File: config.mk
export PLATFORM = sky130hd
export DESIGN_NAME = eth_ipv4_l4_tuple_parser_top
export DESIGN_NICKNAME = d
export VERILOG_FILES = /design/src/design/eipt_pkg.sv /design/src/design/eth_ipv4_l4_tuple_parser_top.sv
export SDC_FILE = /design/constraint.sdc
export NUM_CORES = 1
export LEC_CHECK = 0
export BUFFER_PORTS_ARGS = -buffer_cell sky130_fd_sc_hd__buf_4
export CAP_MARGIN = 5
export CORE_MARGIN = 5
export CORE_UTILIZATION = 55
export DETAILED_ROUTE_END_ITERATION = 12
export GPL_ROUTABILITY_DRIVEN = 0
export PLACE_DENSITY = 0.74
export SETUP_SLACK_MARGIN = 0.15
export SLEW_MARGIN = 20
export SYNTH_ARGS = -nofsm -noshare
export SYNTH_HDL_FRONTEND = slang
export SYNTH_SLANG_ARGS = --single-unit
export TNS_END_PERCENT = 1
File: constraint.sdc
create_clock -name i_clk -period 10.4 [get_ports i_clk]
set_input_delay 2.6 -clock i_clk [delete_from_list [all_inputs] [get_ports i_clk]]
set_output_delay 2.6 -clock i_clk [all_outputs]
set_load 0.01 [all_outputs]
File: src/design/eipt_pkg.sv
// ============================================================================
// eipt_pkg: shared definitions for the Ethernet/IPv4 L4 tuple parser
// Holds the header offsets, the status and fragment codes, and the result
// record that travels from the verdict logic to the output buffer.
// ============================================================================
package eipt_pkg;

    // Byte offsets and sizes of the headers.
    localparam logic [6:0]  ETH_HDR_LEN   = 7'd14;
    localparam logic [6:0]  IPV4_MIN_END  = 7'd34;   // Ethernet plus minimum IPv4
    localparam logic [3:0]  IHL_MIN       = 4'd5;
    localparam logic [6:0]  TCP_HDR_LEN   = 7'd20;
    localparam logic [6:0]  UDP_HDR_LEN   = 7'd8;
    localparam logic [6:0]  POS_MAX       = 7'd127;

    // Fixed capture positions.
    localparam logic [6:0]  POS_TYPE_HI   = 7'd12;
    localparam logic [6:0]  POS_TYPE_LO   = 7'd13;
    localparam logic [6:0]  POS_VER_IHL   = 7'd14;
    localparam logic [6:0]  POS_FRAG_HI   = 7'd20;
    localparam logic [6:0]  POS_FRAG_LO   = 7'd21;
    localparam logic [6:0]  POS_PROTO     = 7'd23;
    localparam logic [6:0]  POS_SRC_FIRST = 7'd26;
    localparam logic [6:0]  POS_SRC_LAST  = 7'd29;
    localparam logic [6:0]  POS_DST_FIRST = 7'd30;
    localparam logic [6:0]  POS_DST_LAST  = 7'd33;

    localparam logic [15:0] TYPE_IPV4        = 16'h0800;
    localparam logic [7:0]  PROTO_TCP        = 8'd6;
    localparam logic [7:0]  PROTO_UDP        = 8'd17;
    localparam logic [15:0] FRAG_OFFSET_MASK = 16'h1FFF;
    localparam logic [15:0] FRAG_MF_MASK     = 16'h2000;

    // Status codes.
    localparam logic [1:0]  STATUS_OK        = 2'd0;
    localparam logic [1:0]  STATUS_PARSE_ERR = 2'd1;
    localparam logic [1:0]  STATUS_PASS      = 2'd2;
    localparam logic [1:0]  STATUS_FRAGMENT  = 2'd3;

    // Fragment classes.
    localparam logic [1:0]  FRAG_NONE        = 2'd0;
    localparam logic [1:0]  FRAG_FIRST       = 2'd1;
    localparam logic [1:0]  FRAG_LATER       = 2'd2;

    typedef struct packed {
        logic [1:0]  status;
        logic [31:0] src_addr;
        logic [31:0] dst_addr;
        logic [7:0]  protocol;
        logic [15:0] src_port;
        logic [15:0] dst_port;
        logic [6:0]  l4_offset;
        logic [1:0]  frag_class;
        logic [15:0] pkt_len;
    } t_result;

endpackage

File: src/design/eth_ipv4_l4_tuple_parser_top.sv
// ============================================================================
// eth_ipv4_l4_tuple_parser_top: Ethernet/IPv4 TCP-UDP five-tuple parser
// Takes a packet one byte per transaction and gives one verdict with the
// captured addresses, protocol, ports and length on the packet's last byte.
// ============================================================================
//
//  channel | direction | handshake          | payload
//  --------+-----------+--------------------+-------------------------------
//  input   | in        | i_valid / o_stall  | i_data_byte, i_last_byte
//  output  | out       | o_valid / i_stall  | o_status .. o_pkt_len
//
//  One byte is taken per cycle while the skid register is empty. The header
//  fields are captured as their bytes pass; on the last byte the verdict is
//  formed in the same cycle from the updated capture registers and is stored
//  in the output register, or in the skid register while the output is held;
//  this two-entry output buffer lets bytes keep flowing while one verdict
//  waits, and o_stall rises only while the skid register is full.
//  Reset (synchronous, active low) clears the byte position, length count,
//  capture registers and both output valid flags.
//
module eth_ipv4_l4_tuple_parser_top (
    input  logic        i_clk,
    input  logic        i_rst_n,
    // input channel
    input  logic        i_valid,
    output logic        o_stall,
    input  logic [7:0]  i_data_byte,
    input  logic        i_last_byte,
    // output channel
    output logic        o_valid,
    input  logic        i_stall,
    output logic [1:0]  o_status,
    output logic [31:0] o_src_addr,
    output logic [31:0] o_dst_addr,
    output logic [7:0]  o_protocol,
    output logic [15:0] o_src_port,
    output logic [15:0] o_dst_port,
    output logic [6:0]  o_l4_offset,
    output logic [1:0]  o_frag_class,
    output logic [15:0] o_pkt_len
);

    // Per-packet parse state.
    logic [6:0]  r_pos,   n_pos;
    logic [15:0] r_len,   n_len;
    logic [15:0] r_etype, n_etype;
    logic [3:0]  r_hw,    n_hw;
    logic [15:0] r_frag,  n_frag;
    logic [7:0]  r_proto, n_proto;
    logic [31:0] r_src,   n_src;
    logic [31:0] r_dst,   n_dst;
    logic [15:0] r_sport, n_sport;
    logic [15:0] r_dport, n_dport;

    // Output buffer.
    logic                  r_out_valid;
    eipt_pkg::t_result     r_out;
    logic                  r_skid_valid;
    eipt_pkg::t_result     r_skid;

    logic                  in_take;
    logic                  verdict_new;
    eipt_pkg::t_result     n_res;

    logic [6:0]            cur_l4;

    // A byte is taken whenever the skid register has room.
    assign o_stall     = r_skid_valid;
    assign in_take     = i_valid && !r_skid_valid;
    assign verdict_new = in_take && i_last_byte;

    // ------------------------------------------------------------------
    // Capture: update the header registers from the byte at r_pos.
    // The port window uses the header length held before this byte.
    // ------------------------------------------------------------------
    assign cur_l4 = eipt_pkg::ETH_HDR_LEN + {1'b0, r_hw, 2'b00};

    always_comb begin
        n_etype = r_etype;
        n_hw    = r_hw;
        n_frag  = r_frag;
        n_proto = r_proto;
        n_src   = r_src;
        n_dst   = r_dst;
        n_sport = r_sport;
        n_dport = r_dport;

        if (r_pos == eipt_pkg::POS_TYPE_HI) begin
            n_etype = {i_data_byte, r_etype[7:0]};
        end else if (r_pos == eipt_pkg::POS_TYPE_LO) begin
            n_etype = {r_etype[15:8], i_data_byte};
        end else if (r_pos == eipt_pkg::POS_VER_IHL) begin
            n_hw = i_data_byte[3:0];
        end else if (r_pos == eipt_pkg::POS_FRAG_HI) begin
            n_frag = {i_data_byte, r_frag[7:0]};
        end else if (r_pos == eipt_pkg::POS_FRAG_LO) begin
            n_frag = {r_frag[15:8], i_data_byte};
        end else if (r_pos == eipt_pkg::POS_PROTO) begin
            n_proto = i_data_byte;
        end else if (r_pos >= eipt_pkg::POS_SRC_FIRST && r_pos <= eipt_pkg::POS_SRC_LAST) begin
            n_src = {r_src[23:0], i_data_byte};
        end else if (r_pos >= eipt_pkg::POS_DST_FIRST && r_pos <= eipt_pkg::POS_DST_LAST) begin
            n_dst = {r_dst[23:0], i_data_byte};
        end

        // Ports sit after the IPv4 header; the position must be past the IHL byte.
        if (r_pos > eipt_pkg::POS_VER_IHL) begin
            if (r_pos == cur_l4) begin
                n_sport = {i_data_byte, r_sport[7:0]};
            end else if (r_pos == cur_l4 + 7'd1) begin
                n_sport = {r_sport[15:8], i_data_byte};
            end else if (r_pos == cur_l4 + 7'd2) begin
                n_dport = {i_data_byte, r_dport[7:0]};
            end else if (r_pos == cur_l4 + 7'd3) begin
                n_dport = {r_dport[15:8], i_data_byte};
            end
        end

        // Position saturates so that long packets still pass the size checks.
        n_pos = (r_pos < eipt_pkg::POS_MAX) ? r_pos + 7'd1 : eipt_pkg::POS_MAX;
        n_len = r_len + 16'd1;
    end

    // ------------------------------------------------------------------
    // Verdict: formed from the updated state on the last byte.
    // Check order is Ethernet, IPv4, fragment, then layer four.
    // ------------------------------------------------------------------
    always_comb begin
        logic [6:0] l4;
        logic [6:0] need;
        logic [1:0] fclass;
        logic       ip_ok;
        logic       ports_ok;
        logic [1:0] status;

        l4       = eipt_pkg::ETH_HDR_LEN + {1'b0, n_hw, 2'b00};
        need     = (n_proto == eipt_pkg::PROTO_TCP) ? eipt_pkg::TCP_HDR_LEN
                                                    : eipt_pkg::UDP_HDR_LEN;
        fclass   = eipt_pkg::FRAG_NONE;
        ip_ok    = 1'b0;
        ports_ok = 1'b0;

        if ((n_frag & eipt_pkg::FRAG_OFFSET_MASK) != 16'd0) begin
            fclass = eipt_pkg::FRAG_LATER;
        end else if ((n_frag & eipt_pkg::FRAG_MF_MASK) != 16'd0) begin
            fclass = eipt_pkg::FRAG_FIRST;
        end

        if (n_pos < eipt_pkg::ETH_HDR_LEN) begin
            status = eipt_pkg::STATUS_PARSE_ERR;
        end else if (n_etype != eipt_pkg::TYPE_IPV4) begin
            status = eipt_pkg::STATUS_PASS;
        end else if (n_pos < eipt_pkg::IPV4_MIN_END || n_hw < eipt_pkg::IHL_MIN
                     || n_pos < l4) begin
            status = eipt_pkg::STATUS_PARSE_ERR;
        end else begin
            ip_ok = 1'b1;
            if (fclass != eipt_pkg::FRAG_NONE) begin
                status = eipt_pkg::STATUS_FRAGMENT;
            end else if (n_proto == eipt_pkg::PROTO_TCP || n_proto == eipt_pkg::PROTO_UDP) begin
                if (n_pos < l4 + need) begin
                    status = eipt_pkg::STATUS_PARSE_ERR;
                end else begin
                    status   = eipt_pkg::STATUS_OK;
                    ports_ok = 1'b1;
                end
            end else begin
                status = eipt_pkg::STATUS_PASS;
            end
        end

        n_res.status     = status;
        n_res.src_addr   = ip_ok    ? n_src   : 32'd0;
        n_res.dst_addr   = ip_ok    ? n_dst   : 32'd0;
        n_res.protocol   = ip_ok    ? n_proto : 8'd0;
        n_res.src_port   = ports_ok ? n_sport : 16'd0;
        n_res.dst_port   = ports_ok ? n_dport : 16'd0;
        n_res.l4_offset  = ip_ok    ? l4      : 7'd0;
        n_res.frag_class = ip_ok    ? fclass  : eipt_pkg::FRAG_NONE;
        n_res.pkt_len    = n_len;
    end

    // ------------------------------------------------------------------
    // Parse state: advance on each byte, clear after the last one.
    // ------------------------------------------------------------------
    always_ff @(posedge i_clk) begin
        if (!i_rst_n || verdict_new) begin
            r_pos   <= '0;
            r_len   <= '0;
            r_etype <= '0;
            r_hw    <= '0;
            r_frag  <= '0;
            r_proto <= '0;
            r_src   <= '0;
            r_dst   <= '0;
            r_sport <= '0;
            r_dport <= '0;
        end else if (in_take) begin
            r_pos   <= n_pos;
            r_len   <= n_len;
            r_etype <= n_etype;
            r_hw    <= n_hw;
            r_frag  <= n_frag;
            r_proto <= n_proto;
            r_src   <= n_src;
            r_dst   <= n_dst;
            r_sport <= n_sport;
            r_dport <= n_dport;
        end
    end

    // ------------------------------------------------------------------
    // Output buffer: the output register drains first; a verdict that
    // arrives while the output is held parks in the skid register.
    // ------------------------------------------------------------------
    always_ff @(posedge i_clk) begin
        if (!i_rst_n) begin
            r_out_valid  <= 1'b0;
            r_skid_valid <= 1'b0;
        end else if (!r_out_valid || !i_stall) begin
            if (r_skid_valid) begin
                r_out        <= r_skid;
                r_out_valid  <= 1'b1;
                r_skid_valid <= 1'b0;
            end else begin
                r_out_valid <= verdict_new;
                if (verdict_new) begin
                    r_out <= n_res;
                end
            end
        end else if (verdict_new) begin
            r_skid       <= n_res;
            r_skid_valid <= 1'b1;
        end
    end

    assign o_valid      = r_out_valid;
    assign o_status     = r_out.status;
    assign o_src_addr   = r_out.src_addr;
    assign o_dst_addr   = r_out.dst_addr;
    assign o_protocol   = r_out.protocol;
    assign o_src_port   = r_out.src_port;
    assign o_dst_port   = r_out.dst_port;
    assign o_l4_offset  = r_out.l4_offset;
    assign o_frag_class = r_out.frag_class;
    assign o_pkt_len    = r_out.pkt_len;

endmodule
==> results of run 1 <==
layer usage:
metal,vias to the layer above,wire (µm)
met4,0,922
met2,368,20240
met3,64,2105
met1,6298,18830
li1,6240,-
met5,-,0
worst paths after layout:
check,from,to,slack (ns),depth (start not counted)
worst max-delay path,i_data_byte[0],o_src_addr[15]$_DFFE_PP_,4.07,11
worst max register to register,r_pos[0]$_SDFFE_PP0P_,o_src_addr[15]$_DFFE_PP_,4.54,14
worst min-delay path,r_etype[12]$_SDFFE_PP0P_,r_etype[12]$_SDFFE_PP0P_,0.45,2
worst min register to register,r_etype[12]$_SDFFE_PP0P_,r_etype[12]$_SDFFE_PP0P_,0.45,2
report_power, final:
group          internal [W]  switching, W
combinational     0.0000444     0.0000869
clock              0.000850      0.000618
sequential          0.00179     0.0000138
total               0.00269      0.000719
flip-flops by register name, summed over array words and instances, names as in the netlist, 32 cells and up:
name / count
o_dst_addr: 32
r_skid: 130
o_src_addr: 32
r_src: 32
r_dst: 32
cell usage in the layout (no fill, tap or decap), drive strengths merged, types with 3 or more instances in the layout:
cell    instances
nand2         320
edfxtp        260
nor2          211
dfxtp         163
mux2i         161
buf           161
o31ai         112
a21oi         103
clkbuf         67
nand3          22
xnor2          22
ha             20
o21ai          20
nor3           20
mux2           18
inv            15
clkinv         15
xor2           14
a211oi         14
nor4           11
and3            8
nand2b          8
or3             7
nand4           5
and2            5
nor2b           4
or2             3
and4            3
a31oi           3
o21a            3
o211ai          3
critical path: stages:
cell	delay, ns
sky130_fd_sc_hd__buf_4	0.27
sky130_fd_sc_hd__mux2i_1	0.21
sky130_fd_sc_hd__ha_1	0.27
sky130_fd_sc_hd__xnor2_1	0.33
sky130_fd_sc_hd__ha_1	0.32
sky130_fd_sc_hd__and4_1	0.20
sky130_fd_sc_hd__a221o_1	0.34
sky130_fd_sc_hd__o21ai_0	0.22
sky130_fd_sc_hd__or4_4	0.59
sky130_fd_sc_hd__buf_4	0.90
sky130_fd_sc_hd__o31ai_1	0.19
logic make-up (layout without fill, tap and decap cells):
group,count (synthesis),count (layout),synth area share (%)
buffers and inverters,150,258,3.251
adders and majority gates,21,21,1.445
other,1,1,0.02005
xor gates and xnor gates,37,37,1.813
DFF,423,423,59.18
AOI/OAI and AO/OA,272,272,10.08
muxes,179,179,9.699
and+or+nand+nor,640,640,14.51
through the flow:
step                      total power [W]  utilization, %
after floorplan                  0.001916               -
after global placement           0.001969           59.68
after detailed placement         0.001973           59.68
after CTS                        0.003436           63.74
after global routing             0.003528           63.75
final                            0.003405           63.75
area by class of cell:
| type | instances | area, µm² | share of cell area (%) |
|---|---|---|---|
| multi-input combinational | 1150 | 7088 | 33.16 |
| inverter | 15 | 56.30 | 0.2634 |
| tap | 448 | 560.5 | 2.622 |
| clock buffer | 67 | 1280 | 5.988 |
| timing repair buffer | 161 | 1234 | 5.771 |
| clock inverter | 15 | 83.83 | 0.3922 |
| sequential | 423 | 11070 | 51.81 |
==> impl_metrics.env, run 1 <==
export IMPL_maxCapViolCount=0
export IMPL_synth_seq_cells=423
export IMPL_syn_instance_count=1723
export IMPL_gr_usage_met1_pct=30.76
export IMPL_grt_busiest_layer="met2"
export IMPL_result_of_the_run="finished, final reports clean"
export IMPL_tightestPinTransition_ns=1.095
export IMPL_post_drt_wl_per_cell_um=18.47
export IMPL_synthTopCellsByArea="sky130_fd_sc_hd__edfxtp_1 42%, sky130_fd_sc_hd__dfxtp_1 17%, sky130_fd_sc_hd__mux2i_1 8.6%"
export IMPL_postSynth_topFlopCell="sky130_fd_sc_hd__edfxtp_1"
export IMPL_post_cts_resized_instances=0
export IMPL_syn_num_nets=1757
export IMPL_tritoncts="done"
export IMPL_yosysMostFrequentCell="sky130_fd_sc_hd__nand2_1"
export IMPL_maximum_number_of_pins_on_one_net_before_global_route_repair=192
export IMPL_timing_max_slew_rel_slack_pct=26.81
export IMPL_insertion_delay_ns=0.54
export IMPL_cts_hold_buf=0
export IMPL_timing_clock_skew_ns=0.009564
export IMPL_dp_slack_ns=3.576
export IMPL_row_count=67
export IMPL_groute_layer_met3_usage_pct=2.926
export IMPL_post_route_min_period_ns=6.325
export IMPL_drive_gt1_share_pct=15.95
export IMPL_post_route_drc_count=0
export IMPL_worst_path_max_fanout=100
export IMPL_detailedPlacementHpwl_mm=25.67
export IMPL_hold_path_class="reg2reg"
export IMPL_vdd_drop_max_mv=0.1559
export IMPL_finalInstanceArea_um2=21380
export IMPL_power_per_cell_area_nw_per_um2=159.3
export IMPL_core_region_area_um2=33530
export IMPL_area_growth_syn_to_layout_pct=14.28
export IMPL_worst_setup_path_start_kind="input pin"
export IMPL_nNetsFinal=1829
export IMPL_htreeDepth=2
export IMPL_antenna_cells_inserted=0
export IMPL_overall_track_demand_over_capacity_in_global_routing_pct=21.52
export IMPL_netlist_top_cell_by_area="sky130_fd_sc_hd__edfxtp_1"
export IMPL_die_area_um2=37800
export IMPL_grt_antenna_before_repair=0
export IMPL_maxSlewViolCount=0
export IMPL_dp_cells=2197
export IMPL_worstPathRequired_ns=10.64
export IMPL_synth_seq_area_share_pct=59.18
export IMPL_place_area_um2=20010
export IMPL_root_buffer="sky130_fd_sc_hd__clkbuf_16"
export IMPL_dieWidth_um=194.4
export IMPL_n_fill_cell=2634
export IMPL_final_setup_slack_of_the_worst_path_ns=4.075
export IMPL_leakage_power_summed_over_all_cells_nw=6.650
export IMPL_fmaxAchievable_mhz=158.1
export IMPL_top_level_ports=146
export IMPL_die_h_um=194.4
export IMPL_grt_use_met2_pct=35.03
export IMPL_fin_worst_hold_slack_ns=0.4479
export IMPL_fin_setup_tns_ns=0
export IMPL_portion_of_the_clock_cycle_consumed_by_the_worst_path_in_the_final_layout_pct=60.82
export IMPL_ant_nets=0
export IMPL_finalWirelength_mm=42.10
export IMPL_synthDistinctLibCells=63
export IMPL_setup_repair_after_global_routing_missed_its_margin="no"
export IMPL_synth_edff_count=260
export IMPL_setup_violations=0
export IMPL_worstSetupEndpointType="flip-flop"
export IMPL_ys_warnings_count=0
export IMPL_hold_violations=0
export IMPL_post_cts_buffers=0
export IMPL_cts_root_to_sink_buffers=3
export IMPL_synth_avg_cell_area_um2=10.86
export IMPL_clkSlewWorstSetupHoldPaths_ns=0.06
export IMPL_grt_overflow_total=0
export IMPL_worstSetupPathType="in2reg"
export IMPL_portBuffers=144
export IMPL_total_via_count_after_detailed_routing=12970
export IMPL_layoutNonFillerInstCount=2279
export IMPL_dr_pass1_iters=5
export IMPL_yosysTopAreaCellShare_pct=41.74
export IMPL_ys_top_cells_by_count="320 x sky130_fd_sc_hd__nand2_1, 260 x sky130_fd_sc_hd__edfxtp_1, 211 x sky130_fd_sc_hd__nor2_1"
export IMPL_syn_cell_area_um2=18710
export IMPL_cts_num_sinks=423
export IMPL_grt_pass1_wl_mm=67.35
export IMPL_initial_core_utilization_pct=55.78
export IMPL_cp_data_arrival_time_ns=6.56
export IMPL_drtIter0Drc=1014
export IMPL_first_global_vias=12453
export IMPL_fraction_of_synthesis_flops_using_an_asynchronous_set_or_reset_pin_pct=0
export IMPL_cts_made_buffers=44
export IMPL_viasPerCell=5.691
No activity file was read; power rests on OpenSTA's default activity.
==> run 2: changes to the inputs <==
--- a/config.mk
+++ b/config.mk
@@ -5,13 +5,14 @@
 export SDC_FILE = /design/constraint.sdc
 export NUM_CORES = 1
 export LEC_CHECK = 0
+export ABC_AREA = 1
 export BUFFER_PORTS_ARGS = -buffer_cell sky130_fd_sc_hd__buf_4
 export CAP_MARGIN = 5
 export CORE_MARGIN = 5
 export CORE_UTILIZATION = 55
 export DETAILED_ROUTE_END_ITERATION = 12
 export GPL_ROUTABILITY_DRIVEN = 0
-export PLACE_DENSITY = 0.74
+export PLACE_DENSITY = 0.77
 export SETUP_SLACK_MARGIN = 0.15
 export SLEW_MARGIN = 20
 export SYNTH_ARGS = -nofsm -noshare
==> constraint.sdc (replaced) <==
create_clock -name i_clk -period 5.4 [get_ports i_clk]
set_input_delay 1.35 -clock i_clk [delete_from_list [all_inputs] [get_ports i_clk]]
set_output_delay 1.35 -clock i_clk [all_outputs]
set_load 0.01 [all_outputs]
==> impl_metrics.env, run 2 <==
export IMPL_hold_violations=0
export IMPL_dp_slack_ns=0.3002
export IMPL_ant_nets=0
export IMPL_fin_setup_tns_ns=0
export IMPL_die_h_um=201.3
export IMPL_nNetsFinal=2556
export IMPL_final_setup_slack_of_the_worst_path_ns=0.4596
export IMPL_cts_made_buffers=44
export IMPL_power_per_cell_area_nw_per_um2=308.3
export IMPL_synthTopCellsByArea="sky130_fd_sc_hd__edfxtp_1 39%, sky130_fd_sc_hd__dfxtp_1 16%, sky130_fd_sc_hd__nand2_1 13%"
export IMPL_tightestPinTransition_ns=1.155
export IMPL_ys_warnings_count=0
export IMPL_worstSetupPathType="reg2reg"
export IMPL_share_clk_of_total_power_pct=40.4
export IMPL_maxSlewViolCount=0
export IMPL_n_fill_cell=3040
export IMPL_drive_gt1_share_pct=11.77
export IMPL_finalInstanceArea_um2=22950
export IMPL_cts_num_sinks=423
export IMPL_timing_clock_skew_ns=0.02362
export IMPL_maximum_number_of_pins_on_one_net_before_global_route_repair=133
export IMPL_critPathMaxStageDelay_ns=0.44
export IMPL_post_route_drc_count=0
export IMPL_largest_register_ff_count=130
export IMPL_syn_num_nets=2463
export IMPL_syn_instance_count=2429
export IMPL_fraction_of_synthesis_flops_using_an_asynchronous_set_or_reset_pin_pct=0
export IMPL_cpMostUsedCell="sky130_fd_sc_hd__nand2_1"
export IMPL_p_int_w=0.005358
export IMPL_top_level_ports=146
export IMPL_dieWidth_um=201.3
export IMPL_maxCapViolCount=0
export IMPL_postSynth_topFlopCell="sky130_fd_sc_hd__edfxtp_1"
export IMPL_viasPerCell=5.374
export IMPL_largest_register="r_skid"
export IMPL_cts_root_to_sink_buffers=3
export IMPL_grt_pass1_wl_mm=79.57
export IMPL_setup_violations=0
export IMPL_cts_hold_buf=0
export IMPL_p_comb_share_pct=9.2
export IMPL_core_region_area_um2=36350
export IMPL_cp_data_arrival_time_ns=5.34
export IMPL_switch_pwr_w=0.001718
export IMPL_htreeDepth=2
export IMPL_finalWirelength_mm=49.55
export IMPL_drtIter0Drc=1553
export IMPL_area_growth_syn_to_layout_pct=14.05
export IMPL_hold_path_class="reg2reg"
export IMPL_ys_top_cells_by_count="679 x sky130_fd_sc_hd__nand2_1, 373 x sky130_fd_sc_hd__inv_1, 260 x sky130_fd_sc_hd__edfxtp_1"
export IMPL_power_share_sequential_pct=50.3
export IMPL_place_area_um2=21580
export IMPL_worst_path_max_fanout=25
export IMPL_netlist_top_cell_by_area="sky130_fd_sc_hd__edfxtp_1"
export IMPL_tritoncts="done"
export IMPL_syn_cell_area_um2=20120
export IMPL_total_via_count_after_detailed_routing=16256
export IMPL_post_drt_wl_per_cell_um=16.38
export IMPL_result_of_the_run="finished, final reports clean"
export IMPL_grt_antenna_before_repair=0
export IMPL_synth_edff_count=260
export IMPL_clkSlewWorstSetupHoldPaths_ns=0.06
export IMPL_switching_share_pct=24.28
export IMPL_worstPathRequired_ns=5.80
export IMPL_crit_path_top_delay_cell="sky130_fd_sc_hd__dfxtp_1"
export IMPL_overall_track_demand_over_capacity_in_global_routing_pct=23.77
export IMPL_row_count=70
export IMPL_first_global_vias=15674
export IMPL_root_buffer="sky130_fd_sc_hd__clkbuf_16"
export IMPL_synthDistinctLibCells=47
export IMPL_antenna_cells_inserted=0
export IMPL_initial_core_utilization_pct=55.36
export IMPL_cpLargestDelayFamily="simple AND/OR/NAND/NOR gates"
export IMPL_vdd_drop_max_mv=0.2174
export IMPL_yosysTopAreaCellShare_pct=38.80
export IMPL_portBuffers=144
export IMPL_synth_seq_cells=423
export IMPL_detailedPlacementHpwl_mm=32.09
export IMPL_setup_repair_after_global_routing_missed_its_margin="no"
export IMPL_post_route_min_period_ns=4.940
export IMPL_worst_path_bufs_invs=7
export IMPL_dr_pass1_iters=5
export IMPL_timing_max_slew_rel_slack_pct=22.40
export IMPL_grt_overflow_total=0
export IMPL_die_area_um2=40510
export IMPL_synth_avg_cell_area_um2=8.284
export IMPL_leakage_power_summed_over_all_cells_nw=11.27
export IMPL_yosysMostFrequentCell="sky130_fd_sc_hd__nand2_1"
export IMPL_worst_setup_path_start_kind="flip-flop"
export IMPL_final_cell_mix="675 x sky130_fd_sc_hd__nand2_1, 369 x sky130_fd_sc_hd__inv_1, 260 x sky130_fd_sc_hd__edfxtp_1, 241 x sky130_fd_sc_hd__nor2_1, 189 x sky130_fd_sc_hd__o21ai_0"
export IMPL_insertion_delay_ns=0.56
export IMPL_layout_cells_most_common="sky130_fd_sc_hd__nand2_1"
export IMPL_worstSetupEndpointType="flip-flop"
export IMPL_synth_seq_area_share_pct=55.01
export IMPL_fmaxAchievable_mhz=202.4
export IMPL_portion_of_the_clock_cycle_consumed_by_the_worst_path_in_the_final_layout_pct=91.49
run 2: cells by family (layout without fill, tap and decap cells):
group                      Yosys count  in the layout  share of synthesized area [%]
other                                1              1                        0.01864
DFF                                423            423                          55.01
buffers and inverters              503            631                          9.818
AOI/OAI and AO/OA                  380            380                          9.967
xor gates and xnor gates            23             23                          1.001
adders and majority gates           21             21                          1.343
and+or+nand+nor                   1078           1078                          22.84
run 2: tightest hold or removal path, cell delays in order (launching register included):
cell,delay [ns]
sky130_fd_sc_hd__dfxtp_1,0.33
sky130_fd_sc_hd__nand2_1,0.07
sky130_fd_sc_hd__a21oi_1,0.05
run 2: metrics by stage:
step / power, W / instances / utilization, % / hold slack (ns)
global route: 0.007358 / 3025 / 63.14 / 0.5238
CTS: 0.007113 / 3025 / 63.09 / 0.4943
floorplan: 0.004065 / 2429 / - / 0.4557
detailed placement: 0.004265 / 2944 / 59.38 / 0.4851
global placement: 0.004237 / 2944 / 59.38 / 0.4715
finish: 0.007075 / 3025 / 63.14 / 0.4938
run 2: worst paths after layout:
| path | end | cells after the start | slack, ns | start |
|---|---|---|---|---|
| max | r_skid[27]$_DFFE_PP_ | 26 | 0.46 | r_pos[1]$_SDFFE_PP0P_ |
| min reg2reg | r_len[0]$_SDFFE_PP0P_ | 2 | 0.49 | r_len[0]$_SDFFE_PP0P_ |
| max reg2reg | r_skid[27]$_DFFE_PP_ | 26 | 0.46 | r_pos[1]$_SDFFE_PP0P_ |
| min | r_len[0]$_SDFFE_PP0P_ | 2 | 0.49 | r_len[0]$_SDFFE_PP0P_ |
run 2: routing by layer:
layer	track usage [%]	vias to the layer above	routed length [µm]
met1	30.93	7599	20520
li1	-	7903	-
met4	9.082	0	1766
met5	0	-	0
met3	4.448	121	3596
met2	39.81	633	23670
run 2: timing repair:
| item | 4_1_cts | 5_1_grt |
|---|---|---|
| buffers inserted | 0 | 0 |
| endpoints found under the setup margin | 0 | 8 |
| gates resized for setup | 0 | 4 |
run 2: area by class of cell:
cell class | instances | area (µm²) | area share [%]
clock inverter | 11 | 86.33 | 0.3762
inverter | 380 | 1443 | 6.286
sequential | 423 | 11070 | 48.26
clock buffer | 70 | 1260 | 5.490
multi-input combinational | 1503 | 7149 | 31.15
tap | 468 | 585.6 | 2.552
timing repair buffer | 170 | 1351 | 5.888
run 2: power by group through the flow:
| stage | Combinational [W] | Clock (W) | Sequential, W |
|---|---|---|---|
| floorplan | 0.000440 | 0 | 0.00362 |
| global placement | 0.000614 | 0 | 0.00362 |
| detailed placement | 0.000637 | 0 | 0.00363 |
| CTS | 0.000643 | 0.00291 | 0.00356 |
| global route | 0.000731 | 0.00306 | 0.00357 |
| finish | 0.000654 | 0.00286 | 0.00356 |
==> run 3: changes to the inputs <==
--- a/config.mk
+++ b/config.mk
@@ -5,14 +5,13 @@
 export SDC_FILE = /design/constraint.sdc
 export NUM_CORES = 1
 export LEC_CHECK = 0
-export ABC_AREA = 1
 export BUFFER_PORTS_ARGS = -buffer_cell sky130_fd_sc_hd__buf_4
 export CAP_MARGIN = 5
 export CORE_MARGIN = 5
-export CORE_UTILIZATION = 55
+export CORE_UTILIZATION = 54
 export DETAILED_ROUTE_END_ITERATION = 12
 export GPL_ROUTABILITY_DRIVEN = 0
-export PLACE_DENSITY = 0.77
+export PLACE_DENSITY = 0.76
 export SETUP_SLACK_MARGIN = 0.15
 export SLEW_MARGIN = 20
 export SYNTH_ARGS = -nofsm -noshare
==> impl_metrics.env, run 3 (synthesis results as in run 1) <==
export IMPL_total_via_count_after_detailed_routing=12878
export IMPL_power_share_sequential_pct=51.9
export IMPL_die_area_um2=38460
export IMPL_dr_pass1_iters=5
export IMPL_post_route_min_period_ns=4.987
export IMPL_portBuffers=144
export IMPL_n_fill_cell=2742
export IMPL_root_buffer="sky130_fd_sc_hd__clkbuf_16"
export IMPL_r2r_end="o_dst_port[2]$_DFFE_PP_"
export IMPL_drtIter0Drc=1094
export IMPL_tritoncts="done"
export IMPL_p_int_w=0.005305
export IMPL_maximum_number_of_pins_on_one_net_before_global_route_repair=196
export IMPL_detailedPlacementHpwl_mm=25.70
export IMPL_viasPerCell=5.606
export IMPL_cts_made_buffers=44
export IMPL_layout_core_utilization_pct=62.86
export IMPL_dieWidth_um=196.1
export IMPL_fin_setup_tns_ns=0
export IMPL_worst_r2r_startpoint="r_pos[0]$_SDFFE_PP0P_"
export IMPL_setup_reg_to_reg_worst_slack_ns=0.41
export IMPL_row_count=68
export IMPL_grt_antenna_before_repair=1
export IMPL_first_global_vias=12268
export IMPL_cts_num_sinks=423
export IMPL_drive_gt1_share_pct=16.94
export IMPL_switching_share_pct=20.73
export IMPL_result_of_the_run="finished, final reports clean"
export IMPL_core_region_area_um2=34370
export IMPL_timing_hold_worst_path_depth=2
export IMPL_share_clk_of_total_power_pct=44.2
export IMPL_worstSetupEndpointType="flip-flop"
export IMPL_die_h_um=196.1
export IMPL_cp_data_arrival_time_ns=5.34
export IMPL_overall_track_demand_over_capacity_in_global_routing_pct=20.85
export IMPL_antenna_cells_inserted=0
export IMPL_layout_cells_most_common="sky130_fd_sc_hd__nand2_1"
export IMPL_worstSetupPathType="reg2reg"
export IMPL_fmaxAchievable_mhz=200.5
export IMPL_reg2reg_depth=19
export IMPL_worstPathRequired_ns=5.75
export IMPL_htreeDepth=2
export IMPL_final_cell_mix="318 x sky130_fd_sc_hd__nand2_1, 260 x sky130_fd_sc_hd__edfxtp_1, 208 x sky130_fd_sc_hd__nor2_1, 168 x sky130_fd_sc_hd__buf_4"
export IMPL_cts_hold_buf=0
export IMPL_tightestPinTransition_ns=1.065
export IMPL_worst_path_max_fanout=64
export IMPL_post_route_drc_count=0
export IMPL_grt_overflow_total=0
export IMPL_power_per_cell_area_nw_per_um2=309.7
export IMPL_cts_root_to_sink_buffers=3
export IMPL_leakage_power_summed_over_all_cells_nw=6.753
export IMPL_timing_max_slew_rel_slack_pct=28.98
export IMPL_post_drt_wl_per_cell_um=17.94
export IMPL_hold_violations=0
export IMPL_maxCapViolCount=0
export IMPL_finalWirelength_mm=41.21
export IMPL_initial_core_utilization_pct=54.42
export IMPL_maxSlewViolCount=0
export IMPL_hold_path_class="reg2reg"
export IMPL_holdCritStartpoint="r_sport[3]$_SDFFE_PP0P_"
export IMPL_nNetsFinal=1842
export IMPL_setup_repair_after_global_routing_missed_its_margin="no"
export IMPL_switch_pwr_w=0.001387
export IMPL_setup_violations=0
export IMPL_finalInstanceArea_um2=21610
export IMPL_clkSlewWorstSetupHoldPaths_ns=0.06
export IMPL_timing_clock_skew_ns=0.01126
export IMPL_largest_register="r_skid"
export IMPL_insertion_delay_ns=0.53
export IMPL_post_cts_buffers=0
export IMPL_worst_setup_path_start_kind="flip-flop"
export IMPL_top_level_ports=146
export IMPL_p_comb_share_pct=3.9
export IMPL_largest_register_ff_count=130
export IMPL_grt_pass1_wl_mm=66.05
export IMPL_area_growth_syn_to_layout_pct=15.51
export IMPL_ant_nets=0
export IMPL_vdd_drop_max_mv=0.1973
export IMPL_portion_of_the_clock_cycle_consumed_by_the_worst_path_in_the_final_layout_pct=92.35
export IMPL_min_to="r_sport[3]$_SDFFE_PP0P_"
export IMPL_place_area_um2=20170
## run 3: changes by cell type in the layout (fill, tap and decap cells not counted), sizes merged, moves of 61 or more
cell	before	now
o31ai	0	112
inv	381	15
o21ai	201	20
mux2i	0	161
nand2	685	320
nand3	83	22
## run 3: final cells by class
type	instances	area, µm²	area share [%]
flip-flops and latches	423	11080	51.27
multi-input cells	1150	7104	32.88
repair buffers	174	1381	6.393
clock buffers	65	1262	5.843
well taps	455	569.3	2.635
clock inverters	15	156.4	0.7238
inverters	15	56.30	0.2606
## run 3: layer usage
| metal | track usage, % | vias up | share of wire, % |
|---|---|---|---|
| met2 | 34.71 | 340 | 48 |
| met3 | 3.400 | 83 | 5.5 |
| met4 | 5.870 | 2 | 2.7 |
| met1 | 28.53 | 6191 | 43 |
| li1 | - | 6262 | - |
| met5 | 0 | - | 0.032 |
## run 3: critical path, cell delays in order (launching register included)
cell,delay [ns]
sky130_fd_sc_hd__dfxtp_2,0.47
sky130_fd_sc_hd__inv_1,0.10
sky130_fd_sc_hd__ha_1,0.34
sky130_fd_sc_hd__nor4b_2,0.37
sky130_fd_sc_hd__nand3_2,0.26
sky130_fd_sc_hd__mux2i_2,0.25
sky130_fd_sc_hd__ha_1,0.26
sky130_fd_sc_hd__xnor2_2,0.25
sky130_fd_sc_hd__inv_1,0.09
sky130_fd_sc_hd__ha_1,0.35
sky130_fd_sc_hd__a21oi_1,0.21
sky130_fd_sc_hd__nor2_1,0.08
sky130_fd_sc_hd__xor2_1,0.14
sky130_fd_sc_hd__ha_1,0.31
sky130_fd_sc_hd__o211ai_1,0.09
sky130_fd_sc_hd__o21ai_0,0.26
sky130_fd_sc_hd__nand4_1,0.12
sky130_fd_sc_hd__or2_2,0.32
sky130_fd_sc_hd__buf_12,0.22
sky130_fd_sc_hd__o31ai_1,0.27
## run 3: through the flow
stage	hold WS, ns	std cells	setup slack, ns	total power [W]
after CTS	0.4489	2297	0.2166	0.006749
final	0.4497	2297	0.4128	0.006692
after detailed placement	0.4408	2217	0.2390	0.003805
after global placement	0.4377	2217	0.4930	0.003797
after floorplan	0.4278	1723	0.1063	0.003687
after global routing	0.4655	2297	0.09825	0.006921
## run 3: power by group through the flow
stage	clock network (W)	registers [W]	logic [W]
after global placement	0	0.00354	0.000254
after global routing	0.00316	0.00348	0.000282
after detailed placement	0	0.00354	0.000260
after floorplan	0	0.00355	0.000133
after CTS	0.00301	0.00348	0.000261
final	0.00296	0.00348	0.000261
## run 3: what timing repair did
item | in CTS | in global routing
setup endpoints to repair | 0 | 119
gates resized for setup | 0 | 5
hold endpoints to repair | 0 | 0
## run 3: how the worst max path moves through the flow
stage / startpoint / to
after floorplan: i_last_byte / o_dst_addr[0]$_DFFE_PP_
after global placement: r_pos[0]$_SDFFE_PP0P_ / o_dst_port[3]$_DFFE_PP_
final: r_pos[0]$_SDFFE_PP0P_ / o_dst_port[2]$_DFFE_PP_
after CTS: r_pos[0]$_SDFFE_PP0P_ / o_src_port[13]$_DFFE_PP_
after global routing: r_pos[0]$_SDFFE_PP0P_ / o_dst_port[2]$_DFFE_PP_
after detailed placement: r_pos[0]$_SDFFE_PP0P_ / o_dst_port[1]$_DFFE_PP_
